## config.mk

```make
export PLATFORM = sky130hd
export DESIGN_NAME = swrf_isqrt
export DESIGN_NICKNAME = d
export VERILOG_FILES = /design/src/design/swrf_isqrt.sv
export SDC_FILE = /design/constraint.sdc
export NUM_CORES = 2
export LEC_CHECK = 0
export ABC_AREA = 1
export BUFFER_PORTS_ARGS = -buffer_cell sky130_fd_sc_hd__buf_2
export CORE_MARGIN = 1
export CORE_UTILIZATION = 40
export DETAILED_ROUTE_END_ITERATION = 8
export GPL_TIMING_DRIVEN = 0
export PLACE_DENSITY = 0.6
export SYNTH_ARGS = -nofsm -noshare
export SYNTH_HDL_FRONTEND = slang
export SYNTH_SLANG_ARGS = --single-unit
```

## constraint.sdc

```tcl
create_clock -name clk -period 2.9 [get_ports clk]
set_input_delay 0.58 -clock clk [delete_from_list [all_inputs] [get_ports clk]]
set_output_delay 0.58 -clock clk [all_outputs]
set_load 0.005 [all_outputs]
```

## src/design/swrf_isqrt.sv

```systemverilog
`timescale 1ns / 1ps
// ----------------------------------------------------------------------------
// swrf_isqrt
// Pipelined integer square root, one result bit per register stage.
// ----------------------------------------------------------------------------
module swrf_isqrt #(
    parameter int XW = 56
) (
    input  logic                      clk,
    input  logic                      en,
    input  logic [XW-1:0]             x,
    output logic [(XW+1)/2-1:0]       root
);

    localparam int RW = (XW + 1) / 2;

    logic [XW-1:0] rem_reg  [RW];
    logic [RW-1:0] root_reg [RW];

    // Each stage decides one root bit, most significant first.
    for (genvar j = 0; j < RW; j++)
    begin : g_step
        localparam int BI = RW - 1 - j;

        logic [XW-1:0] rem_in;
        logic [XW-1:0] trial;
        logic [XW-1:0] rem_next;
        logic [RW-1:0] root_in;
        logic [RW-1:0] root_next;

        if (j == 0)
        begin : g_first
            assign rem_in  = x;
            assign root_in = '0;
        end
        else
        begin : g_later
            assign rem_in  = rem_reg[j-1];
            assign root_in = root_reg[j-1];
        end

        // Setting this bit adds 2*root*2^BI + 2^(2*BI) to the square.
        always_comb
        begin
            trial = (XW'(root_in) << (BI + 1)) | (XW'(1) << (2 * BI));
            if (rem_in >= trial)
            begin
                rem_next  = rem_in - trial;
                root_next = root_in | (RW'(1) << BI);
            end
            else
            begin
                rem_next  = rem_in;
                root_next = root_in;
            end
        end

        always_ff @(posedge clk)
        begin
            if (en)
            begin
                rem_reg[j]  <= rem_next;
                root_reg[j] <= root_next;
            end
        end
    end

    assign root = root_reg[RW-1];

endmodule

```

# Word-level counts from Yosys, hierarchy flattened
# Memory sizes are Yosys's and may differ from the RTL's.
# Cells that the tools add are included.
# word_totals
regBits	0
ram_bits	2352
inputBits	58
out_inout_bits	28
word_cells	116
n_memories	2
# op_classes
addsub	28
n_lt_le_gt_ge	28
n_mux	58
# memory_table
name	words	width	read_ports	rd_clocked_by_memory_dff	write_ports	line_no	source
rem_reg	28	56	27	0	28	17	logic [XW-1:0] rem_reg [RW];
root_reg	28	28	28	0	28	18	logic [RW-1:0] root_reg [RW];
# op_table
cell	count
two-way mux 56 bit	28
greater-or-equal comparator 56 x 29 -> 1 bit	1
greater-or-equal comparator 56 x 30 -> 1 bit	1
greater-or-equal comparator 56 x 31 -> 1 bit	1
greater-or-equal comparator 56 x 32 -> 1 bit	1
greater-or-equal comparator 56 x 33 -> 1 bit	1
greater-or-equal comparator 56 x 34 -> 1 bit	1
greater-or-equal comparator 56 x 35 -> 1 bit	1
greater-or-equal comparator 56 x 36 -> 1 bit	1
greater-or-equal comparator 56 x 37 -> 1 bit	1
greater-or-equal comparator 56 x 38 -> 1 bit	1
greater-or-equal comparator 56 x 39 -> 1 bit	1
greater-or-equal comparator 56 x 40 -> 1 bit	1
greater-or-equal comparator 56 x 41 -> 1 bit	1
greater-or-equal comparator 56 x 42 -> 1 bit	1
greater-or-equal comparator 56 x 43 -> 1 bit	1
greater-or-equal comparator 56 x 44 -> 1 bit	1
greater-or-equal comparator 56 x 45 -> 1 bit	1
greater-or-equal comparator 56 x 46 -> 1 bit	1
greater-or-equal comparator 56 x 47 -> 1 bit	1
greater-or-equal comparator 56 x 48 -> 1 bit	1
greater-or-equal comparator 56 x 49 -> 1 bit	1
greater-or-equal comparator 56 x 50 -> 1 bit	1
greater-or-equal comparator 56 x 51 -> 1 bit	1
other kinds (61)	63

# Longest topological paths before layout
# An unclocked memory read counts as a cell.
# depth
ltp_word	3
ltp_mapped	17
mapped_depth_nobuf	16

# Least setup slack after synthesis
# OpenSTA, ideal clock, no wires.
# synth_timing
path_type	reg-to-reg
from	mem rem_reg[25][23] (netlist: rem_reg[6][79])
to	mem rem_reg[26][6] (netlist: rem_reg[6][118]), data pin
setup_time_ns	0.257
arrival_ns	1.880
t_required_ns	2.643
slack_ns	0.763
path_stages_with_launch	15
path_buffers	2
period_less_slack_ns	2.137
cell_sequence	edfxtp_1 -> ha_1 -> nand2_2 -> nor2_4 -> nand2_2 -> nor2_2 -> nand2_1 -> nand3_2 -> nand2_2 -> nand2_4 -> inv_2 -> buf_6 -> buf_6 -> nand2_1 -> o21ai_2
# synth_rtl
item	line_no
start: declaration	17

==> out/metrics.cfg <==
[power]
power_density_mw_per_mm2=708
peakVddDrop_mv=0.608
leakagePower_nw=54.5

[timing]
skew_ps=120
fmax_mhz=345
fin_crit_ps=2900
max_slew_margin_pct=35.9
fin_hold_ws_ps=188
setup_ws_ps=4.60
worst_pin_slew_ps=961
setup_viol=0
layout_worst_path_cycle_share_pct=99.8
hold_viol=0
slew_viol_final=0
rsz0062_at_grt=yes

[setup_path]
worstPathArrival_ps=3590
setup.worst_path.start=rem_reg[5][175]
cp-start-kind=flop
rrSetupSlack_ps=5
cp_slowest_stage_delay_ps=470
cp_max_fo=10
r2r_end=rem_reg[6][29]
crit_path_end_kind=flop
cp.required_ps=3600
r2r-start=rem_reg[5][175]
rr_worst_depth=11
crit_chain=inv_2 -> ha_1 -> nand4_1 -> nor2_2 -> nand2_1 -> nand2_1 -> nor2_1 -> nand2_2 -> buf_2 -> nand3_1 -> nand2_1
cp_slowest_cell=edfxtp_1
cpMostUsedCell=nand2_1
crit_type=reg2reg

[floorplan]
die_width_um=528
core-area_sq_mm=0.274
initial_core_util_pct=40.3
num_rows=192
num_io_pins=86
die_area_sq_mm=0.278
fp.dieH_um=528

[finish]
multiInputGateArea_sq_mm=0.0443
regArea_sq_mm=0.0576
fin_util_pct=45.4
largest_register_ffs=1512
fill_cells=26900
instances_no_fill=17500
area_growth_syn_to_layout_pct=12.7
drive_gt1_share_pct=6.35
fin_nets=14100

[place]
dp_hpwl_um=269000
post-place-ws_ps=-1430
port_buffers=85
placedCellCount=17000
gp_congestion=0.997

[hold_path]
hold_path_class=in2reg
min_from=en
holdPathEnd=rem_reg[2][110]
min_path_cells=1

[status]
status=complete, no violations

[routing]
drtPass1Iterations=6
drt_iter0_drc=7262
drt_wl_total_um=334000
drc=0
ant_nets=0
via_per_inst=4.97
vias=86800
wl_per_cell_um=19.1

[synthesis]
syn-cell-area_sq_mm=0.111
ys_seq_elements=1918
synth-edff-count=1918
avgSynthCellArea_sq_um=8.38
synthFlopType=edfxtp_1
ys_top_cells_by_count=4247 x nand2_1, 2197 x inv_1, 1918 x edfxtp_1
synth_cells=13200
ys_warn_count=0
async_flop_share_pct=0
synth_top_area_share_pct=52.1
syn_nets=13700
synth_area_leaders=edfxtp_1 52%, nand2_1 14%, inv_1 7.5%
yosysTopAreaCell=edfxtp_1
synth_most_common_cell=nand2_1
seq_area_frac_synth_pct=52.1
ys_types=52

[clock_network]
cts.sinks=1918
clockBufferDepth=4
clk_latency_ps=960
clkTransAtPathRegs_ps=60
cts_tree=yes
numCtsBuffers=211
root_buffer=clkbuf_16
htreeDepth=4

[grt]
grt_usage_pct=23.5
grt_antenna_before_repair=4
grt_first_pass_wirelength_um=495000
grt_pass1_vias=82200
grt_max_degree=161
overflow=0

[flow_run]
drv_cap=0

power by group:
part,switching (mW),leakage (nW),internal (mW)
Sequential,3.07,18.4,34.9
Clock,11.5,3.46,16.1
Combinational,15.3,32.7,7.25
worst max path at each step:
stage | end | slack [ps] | depth (start not counted)
2_1_floorplan | rem_reg[6][118] | 760 | 14
6_report | rem_reg[6][29] | 5 | 11
4_1_cts | rem_reg[6][13] | 0.5 | 11
3_5_place_dp | rem_reg[1][66] | -1430 | 5
5_1_grt | rem_reg[2][100] | -5 | 11
3_3_place_gp | rem_reg[6][160] | -29760 | 1
layout make-up:
class / instances / share of cell area (%)
Clock inverter: 152 / 1.35
Timing Repair Buffer: 198 / 1.43
Multi-Input combinational cell: 8953 / 35.6
Buffer: 96 / 0.622
Inverter: 2219 / 6.71
Clock buffer: 238 / 4.34
Sequential cell: 1918 / 46.3
Tap cell: 3686 / 3.70
Antenna cell: 6 / 0.0121
placed cells by master (no fill, tap or decap), types with 56 or more instances in the layout:
cell type,count
nand4_1,263
ha_1,425
clkbuf_16,213
edfxtp_1,1918
a21oi_1,415
nor3_1,160
o21ai_0,234
inv_1,2192
xnor2_1,203
xor2_1,154
nand3_1,743
nor2_1,1421
dlygate4sd3_1,56
nand3b_1,92
o21ai_1,105
nand2_1,4241
buf_4,61
buf_2,112
a21oi_2,83
nor4_1,99
kinds of logic (layout without fill, tap and decap cells):
logic type | after synthesis | count (layout) | synth area share, %
flip-flops | 1918 | 1918 | 52.1
adder cells (fa/ha/maj) | 432 | 432 | 4.89
other | 0 | 6 | 0
AND/OR/NAND/NOR | 7202 | 7202 | 27.1
XOR/XNOR | 357 | 357 | 2.83
buffers and inverters | 2316 | 2903 | 8.22
AO/OA/AOI/OAI | 962 | 962 | 4.85
routing by layer:
layer | track usage (%) | up-vias | part of all wire (%)
met4 | 9.74 | 2 | 4.6
met2 | 41.5 | 2352 | 49
met1 | 29.2 | 40300 | 42
li1 | - | 43700 | -
met5 | 0 | - | 0.0045
met3 | 2.41 | 522 | 4.9
repair_timing:
item	in CTS	in global routing
gates resized for setup	85	68
cloned	3	1
pin swaps	6	7
endpoints found under the hold margin	56	0
endpoints found under the setup margin	585	392
hold buffers	56	0
setup buffers	22	16
worst max-delay path: cells and delay by family (launching register included):
family                   cells  cell delay (ps)
AND/OR/NAND/NOR              8             1430
adder cells (fa/ha/maj)      1              250
buffers and inverters        2              560
flip-flops                   1              470
stage by stage:
| step | total power, mW | TNS, ps | cell area, sq um |
|---|---|---|---|
| floorplan | 52.3 | 0 | 111000 |
| global placement | 60.0 | - | 116000 |
| detailed placement | 60.5 | -837040 | 116000 |
| CTS | 88.4 | 0 | 124000 |
| global route | 92.7 | -13.2 | 125000 |
| finish | 88.1 | 0 | 125000 |
Note: power is estimated with default switching activity, not from simulation.
