## src/design/swrf_pkg.sv

```systemverilog
`timescale 1ns / 1ps
// ----------------------------------------------------------------------------
// swrf_pkg
// Shared widths, constants and types of the shallow-water Rusanov flux block.
// ----------------------------------------------------------------------------
package swrf_pkg;

    // Default number of fraction bits of all fixed-point values.
    localparam int FRAC_BITS_DEF = 16;

    // Field widths.
    localparam int GW = 25;         // gravity register
    localparam int HW = 31;         // depth
    localparam int VW = 32;         // velocity
    localparam int UW = VW + 1;     // velocity after mirroring (negation cannot wrap)
    localparam int QW = 62;         // signed product result, magnitude clamped to 2^60

    // Latency of one fixed-point product.
    localparam int QLAT = 3;

    // Magnitude clamp of a product, 2^60.
    localparam logic [QW-2:0] QLIMIT = {1'b1, {(QW-2){1'b0}}};

    // Gravity after reset, 9.81 in unsigned Q9.16.
    localparam logic [GW-1:0] GRAVITY_RESET = 25'd642908;

    // Face kinds.
    typedef enum logic [1:0] {
        MODE_INTERIOR   = 2'd0,
        MODE_WALL_LEFT  = 2'd1,
        MODE_WALL_RIGHT = 2'd2
    } mode_t;

    // State on one side of the face.
    typedef struct packed {
        logic        [HW-1:0] h;
        logic signed [UW-1:0] u;
        logic signed [VW-1:0] v;
    } side_t;

    typedef struct packed {
        side_t l;
        side_t r;
    } face_t;

endpackage

```

## src/design/swrf_qmul.sv

```systemverilog
`timescale 1ns / 1ps
// ----------------------------------------------------------------------------
// swrf_qmul
// Three-stage signed fixed-point product: split partial products, sum, then
// round half away from zero, clamp the magnitude to 2^60 and apply the sign.
// ----------------------------------------------------------------------------
module swrf_qmul #(
    parameter int AW        = 32,
    parameter int BW        = 32,
    parameter int FRAC_BITS = swrf_pkg::FRAC_BITS_DEF
) (
    input  logic                          clk,
    input  logic                          en,
    input  logic signed [AW-1:0]          a,
    input  logic signed [BW-1:0]          b,
    output logic signed [swrf_pkg::QW-1:0] p
);

    localparam int QW = swrf_pkg::QW;
    localparam int LO = AW / 2;
    localparam int HI = AW - LO;
    localparam int PW = AW + BW;
    localparam int RW = (PW + 1 > QW) ? PW + 1 : QW;

    logic [AW-1:0]         a_bits;
    logic [BW-1:0]         b_bits;
    logic [AW-1:0]         mag_a;
    logic [BW-1:0]         mag_b;
    logic [LO+BW-1:0]      plo_reg;
    logic [HI+BW-1:0]      phi_reg;
    logic                  neg1_reg;
    logic [PW-1:0]         prod_reg;
    logic                  neg2_reg;
    logic [RW-1:0]         rnd;
    logic [QW-2:0]         mag_p;
    logic signed [QW-1:0]  mag_s;
    logic signed [QW-1:0]  p_next;
    logic signed [QW-1:0]  p_reg;

    // Magnitudes of the operands.
    assign a_bits = a;
    assign b_bits = b;
    assign mag_a  = a[AW-1] ? (~a_bits + 1'b1) : a_bits;
    assign mag_b  = b[BW-1] ? (~b_bits + 1'b1) : b_bits;

    // Stage 1: two partial products over the halves of the first operand.
    always_ff @(posedge clk)
    begin
        if (en)
        begin
            plo_reg  <= mag_a[LO-1:0] * mag_b;
            phi_reg  <= mag_a[AW-1:LO] * mag_b;
            neg1_reg <= a[AW-1] ^ b[BW-1];
        end
    end

    // Stage 2: combine the partial products into the exact product.
    always_ff @(posedge clk)
    begin
        if (en)
        begin
            prod_reg <= PW'(plo_reg) + (PW'(phi_reg) << LO);
            neg2_reg <= neg1_reg;
        end
    end

    // Stage 3: round, clamp and sign.
    always_comb
    begin
        rnd    = (RW'(prod_reg) + (RW'(1) << (FRAC_BITS - 1))) >> FRAC_BITS;
        mag_p  = (rnd > RW'(swrf_pkg::QLIMIT)) ? swrf_pkg::QLIMIT : rnd[QW-2:0];
        mag_s  = {1'b0, mag_p};
        p_next = neg2_reg ? -mag_s : mag_s;
    end

    always_ff @(posedge clk)
    begin
        if (en)
        begin
            p_reg <= p_next;
        end
    end

    assign p = p_reg;

endmodule

```

## config.mk

```make
export PLATFORM = sky130hd
export DESIGN_NAME = swrf_qmul
export DESIGN_NICKNAME = d
export VERILOG_FILES = /design/src/design/swrf_pkg.sv /design/src/design/swrf_qmul.sv
export SDC_FILE = /design/constraint.sdc
export NUM_CORES = 2
export LEC_CHECK = 0
export ABC_AREA = 1
export BUFFER_PORTS_ARGS = -buffer_cell sky130_fd_sc_hd__buf_2
export CORE_MARGIN = 4
export CORE_UTILIZATION = 55
export DETAILED_ROUTE_END_ITERATION = 8
export PLACE_DENSITY = 0.72
export REMOVE_ABC_BUFFERS = 1
export SYNTH_ARGS = -nofsm -noshare
export SYNTH_HDL_FRONTEND = slang
export SYNTH_SLANG_ARGS = --single-unit
```

## constraint.sdc

```tcl
create_clock -name clk -period 8.15 [get_ports clk]
set_input_delay 0.4075 -clock clk [delete_from_list [all_inputs] [get_ports clk]]
set_output_delay 0.4075 -clock clk [all_outputs]
set_load 0.01 [all_outputs]
```

Word level (Yosys, flattened, before mapping)
Index checks and enable logic that the tools add are counted.

$add $sub $neg: 5. Multipliers: 2. $lt $le $gt $ge: 1. Mux-type cells: 4. Bitwise operators: 3.

Operators by type and width (count): $mux 61 (2); $mul 16x32->48 (2); $add 64x16->65 const B (1); $add 32x1->32 const B (2); $add 48x64->64 (1); $mux 32 (2); $not 32->32 (2); $neg 61->62 (1); $gt 49x61->1 const B (1); $xor 1x1->1 (1).

Register bits: 224. Input bits: 66.

Longest topological paths before layout
Depth after elaboration: 5. Depth in mapped cells: 42. Gate-level depth less buffers: 40.

Worst setup path after synthesis
OpenSTA, ideal clock, no wires.

Path kind: input to register. Start: input port b[0]. End: register plo_reg[45], data pin. Setup time: 0.260 ns. Data arrival time: 7.255 ns. Required time: 7.890 ns. Path slack: 0.635 ns. Cell stages on the path: 36. Path through: buf_2 inv_2 clkbuf_1 ha_1 nand2_1 nor3_2 nand2_1 nor2_1 inv_1 nor4_1 a21oi_1 xor2_1 clkbuf_1 nor2_1 fa_1 inv_1 fa_1 fa_1 inv_1 fa_1 fa_1 inv_1 fa_1 inv_1 ha_1 nand2_1 nor2_1 inv_1 nor2_1 inv_1 nor4_1 nand2_1 nand2_1 nand4_1 nand2_1 xor2_1.

Longest elaborated chain between the ends: 4.

Ends and longest elaborated chain: start, declared (line swrf_qmul.sv:15) `input logic signed [BW-1:0] b,`; $not 32->32 (line swrf_qmul.sv:44) `assign mag_b = b[BW-1] ? (~b_bits + 1'b1) : b_bits;`; $add 32x1->32 (line swrf_qmul.sv:44); $mux 32 (*) (line swrf_qmul.sv:44); $mul 16x32->48 (*) (line swrf_qmul.sv:51) `plo_reg <= mag_a[LO-1:0] * mag_b;`; end signal, assigned (line swrf_qmul.sv:51); end, declared (line swrf_qmul.sv:29) `logic [LO+BW-1:0] plo_reg;`.

Mark *: on every way between the ends. The rest lies on a longest branch, timed or not. A chain may end at the register's enable or synchronous reset.

Worst setup path after layout
Start: input port a[16]. End: register phi_reg[33], data pin.

Longest elaborated chain between the ends: 4.

Ends and longest elaborated chain: start, declared (line swrf_qmul.sv:14) `input logic signed [AW-1:0] a,`; $not 32->32 (line swrf_qmul.sv:43) `assign mag_a = a[AW-1] ? (~a_bits + 1'b1) : a_bits;`; $add 32x1->32 (line swrf_qmul.sv:43); $mux 32 (*) (line swrf_qmul.sv:43); $mul 16x32->48 (*) (line swrf_qmul.sv:52) `phi_reg <= mag_a[AW-1:LO] * mag_b;`; end signal, assigned (line swrf_qmul.sv:52); end, declared (line swrf_qmul.sv:30) `logic [HI+BW-1:0] phi_reg;`.

Marked as above.

==> metrics.txt <==
most frequent cell after synthesis nand2_1; synth unique cells 57; clk root buf clkbuf_16; worst reg2reg setup slack 4.81 ns; post-synth top area cell fa_1; 1st-pass router iterations 6; area of the multi-input gates 34540 um^2; worst hold stages 1; Core Box Area 83560 um^2; Reg2Reg Capture Point prod_reg[56]; crit share post-route 0.9312; via count 40.10k; EDFF count, synth 194; Buffers on Ports 127; H-Tree Depth 4; Fmax 131.8 MHz; total gr overflow 0; Slew @ Worst Pin 1.066 ns; vias in the first global route 41.82k; Die Span Y 298.0 um; worst reg2reg path depth 11; critical path type input port to flip-flop; share of post-route cells with drive strength above 1 0.07974; Critical R2R Launch plo_reg[16]; crit path max fanout 18; number of CTS-inserted buffers 17; Hold Path Origin en; gp weighted congestion 1.019; max FFs per register 62; Post-CTS Setup Bufs 0; Synth Flop Type edfxtp_1; gr usage total 0.3437; final hold vios 0; Slew headroom 0.2879; setup TNS 0 ns; Die Wd 298.0 um; Yosys reg bits 194; synth warn 0; DRT Wirelength 150400 um; Max Cap Violations 0; largest net degree at the start of global routing 78; register area share after synthesis 0.1260; first-pass GRT wire length 234300 um; critical path's largest stage delay 0.53 ns; fin. max-slew vios 0; Max clock buf depth 2; count of final setup violators 0; CP max-delay cell fa_1; Layout area overhead 7.814%; Cells after Synth 5972; mapped cell area 46240 um^2; via/cell ratio 5.529; top post-synthesis cells by area fa_1 36%, edfxtp_1 13%, nand2_1 11%, inv_1 11%, ha_1 7.4%; filler cell count 7716; Critical Path Most Common Cell inv_1; post-route ant nets 0; post_cts resized 0; # DRC 0; CTS tree built; clock insertion delay at the later pin of the skew report 0.46 ns; Synth top area share 0.3619; crit end category flip-flop; Final Skew 0.01301 ns; syn_area_per_cell 7.743 um^2; Post-DP HPWL 124700 um; initial antenna violation count 3; hold worst-path end p[0]; CP Launch Type input port; Reg clk slew, reported paths 0.08 ns; Reg area 5826 um^2; Die Footprint 88780 um^2; initial drt markers 3660; # rows 106; hold_buf cts 0; Hold/Removal Path Class input port to flip-flop; status finished, final reports clean; Sink Count 194; Critical Path AT 7.79 ns; Post-synth ARST share 0; Period minus WS final 7.589 ns; Initial Utilization 0.5534; CP required 8.35 ns; Nets 7332; RSZ-0062 raised after global routing no; I/O Pins 128; Synth top cells by count 1416 x nand2_1, 1364 x inv_1, 836 x fa_1, 707 x nor2_1, 273 x ha_1; wire per inst 20.73 um
==> through the flow <==
step,util,hold slack (ns),cells,worst slack (ns),area (um^2)
after floorplan,-,0.4003,5803,0.6158,45510
after global placement,0.5893,0.4010,7218,0.1381,49240
after global routing,0.5967,0.4127,7252,0.07884,49860
final,0.5967,0.3988,7252,0.5609,49860
after detailed placement,0.5893,0.4061,7218,0.1377,49240
after CTS,0.5966,0.3903,7250,0.6308,49850
==> worst max-delay path by stage <==
| stage | start | end | slack [ns] | cells after the start |
|---|---|---|---|---|
| 2_1_floorplan | a[8] | phi_reg[37] | 0.62 | 33 |
| 3_5_place_dp | a[16] | phi_reg[33] | 0.14 | 31 |
| 6_report | a[16] | phi_reg[33] | 0.56 | 31 |
| 5_1_grt | a[0] | phi_reg[38] | 0.08 | 36 |
| 4_1_cts | a[16] | phi_reg[33] | 0.63 | 31 |
| 3_3_place_gp | a[16] | phi_reg[33] | 0.14 | 31 |
==> placed cells by master (no fill, tap or decap), types with 18 or more instances in the layout <==
cell / synthesis / final
o21ai_0: 120 / 119
xor2_1: 120 / 110
nand2_1: 1416 / 1416
nor2_2: 25 / 25
o21a_1: 23 / 23
a31oi_1: 24 / 24
nand3_1: 164 / 164
ha_1: 273 / 273
buf_4: 1 / 202
nor4_1: 19 / 19
xnor2_1: 55 / 55
o21ai_1: 19 / 18
buf_2: 37 / 126
nor2_1: 707 / 707
nor3_1: 44 / 44
a21oi_1: 166 / 166
o21bai_1: 21 / 21
fa_1: 836 / 836
edfxtp_1: 194 / 194
nand4_1: 50 / 50
inv_1: 1364 / 1364
inv_2: 21 / 21
==> final cells by class <==
class,count,share of cell area
Multi-Input combinational cell,4213,0.6927
Sequential cell,194,0.1168
Inverter,1396,0.1052
Timing Repair Buffer,335,0.04570
Tap cell,1080,0.02710
Clock buffer,17,0.008533
Clock inverter,15,0.003789
Antenna cell,2,0.0001004
==> logic make-up (layout without fill, tap and decap cells) <==
family / after synthesis / count (layout) / synth area share
AND/OR/NAND/NOR: 2497 / 2497 / 0.2213
buffers and inverters: 1565 / 1763 / 0.1292
adder cells (fa/ha/maj): 1109 / 1109 / 0.4358
AO/OA/AOI/OAI: 428 / 428 / 0.05317
flip-flops: 194 / 194 / 0.1260
XOR/XNOR: 179 / 179 / 0.03455
other: 0 / 2 / 0
==> critical path, delay by kind of cell <==
family                     cells  cell delay [ns]
and+or+nand+nor                9             1.65
buffers and inverters          9             1.08
adders and majority gates      7             3.36
xor gates and xnor gates       2             0.29
AOI/OAI and AO/OA              4             0.97
==> metal layers <==
metal / part of all wire / up-vias / GRT usage / wire length (um)
met5: 0.00011 / - / 0 / 17
met4: 0.062 / 2 / 0.1667 / 9337
met3: 0.12 / 447 / 0.09531 / 17890
met2: 0.45 / 2256 / 0.5517 / 67070
met1: 0.37 / 19233 / 0.4318 / 56030
li1: - / 18157 / - / -
Power is not shown: default switching activity piles up to over one toggle a cycle in this logic, so the estimate is an artifact.
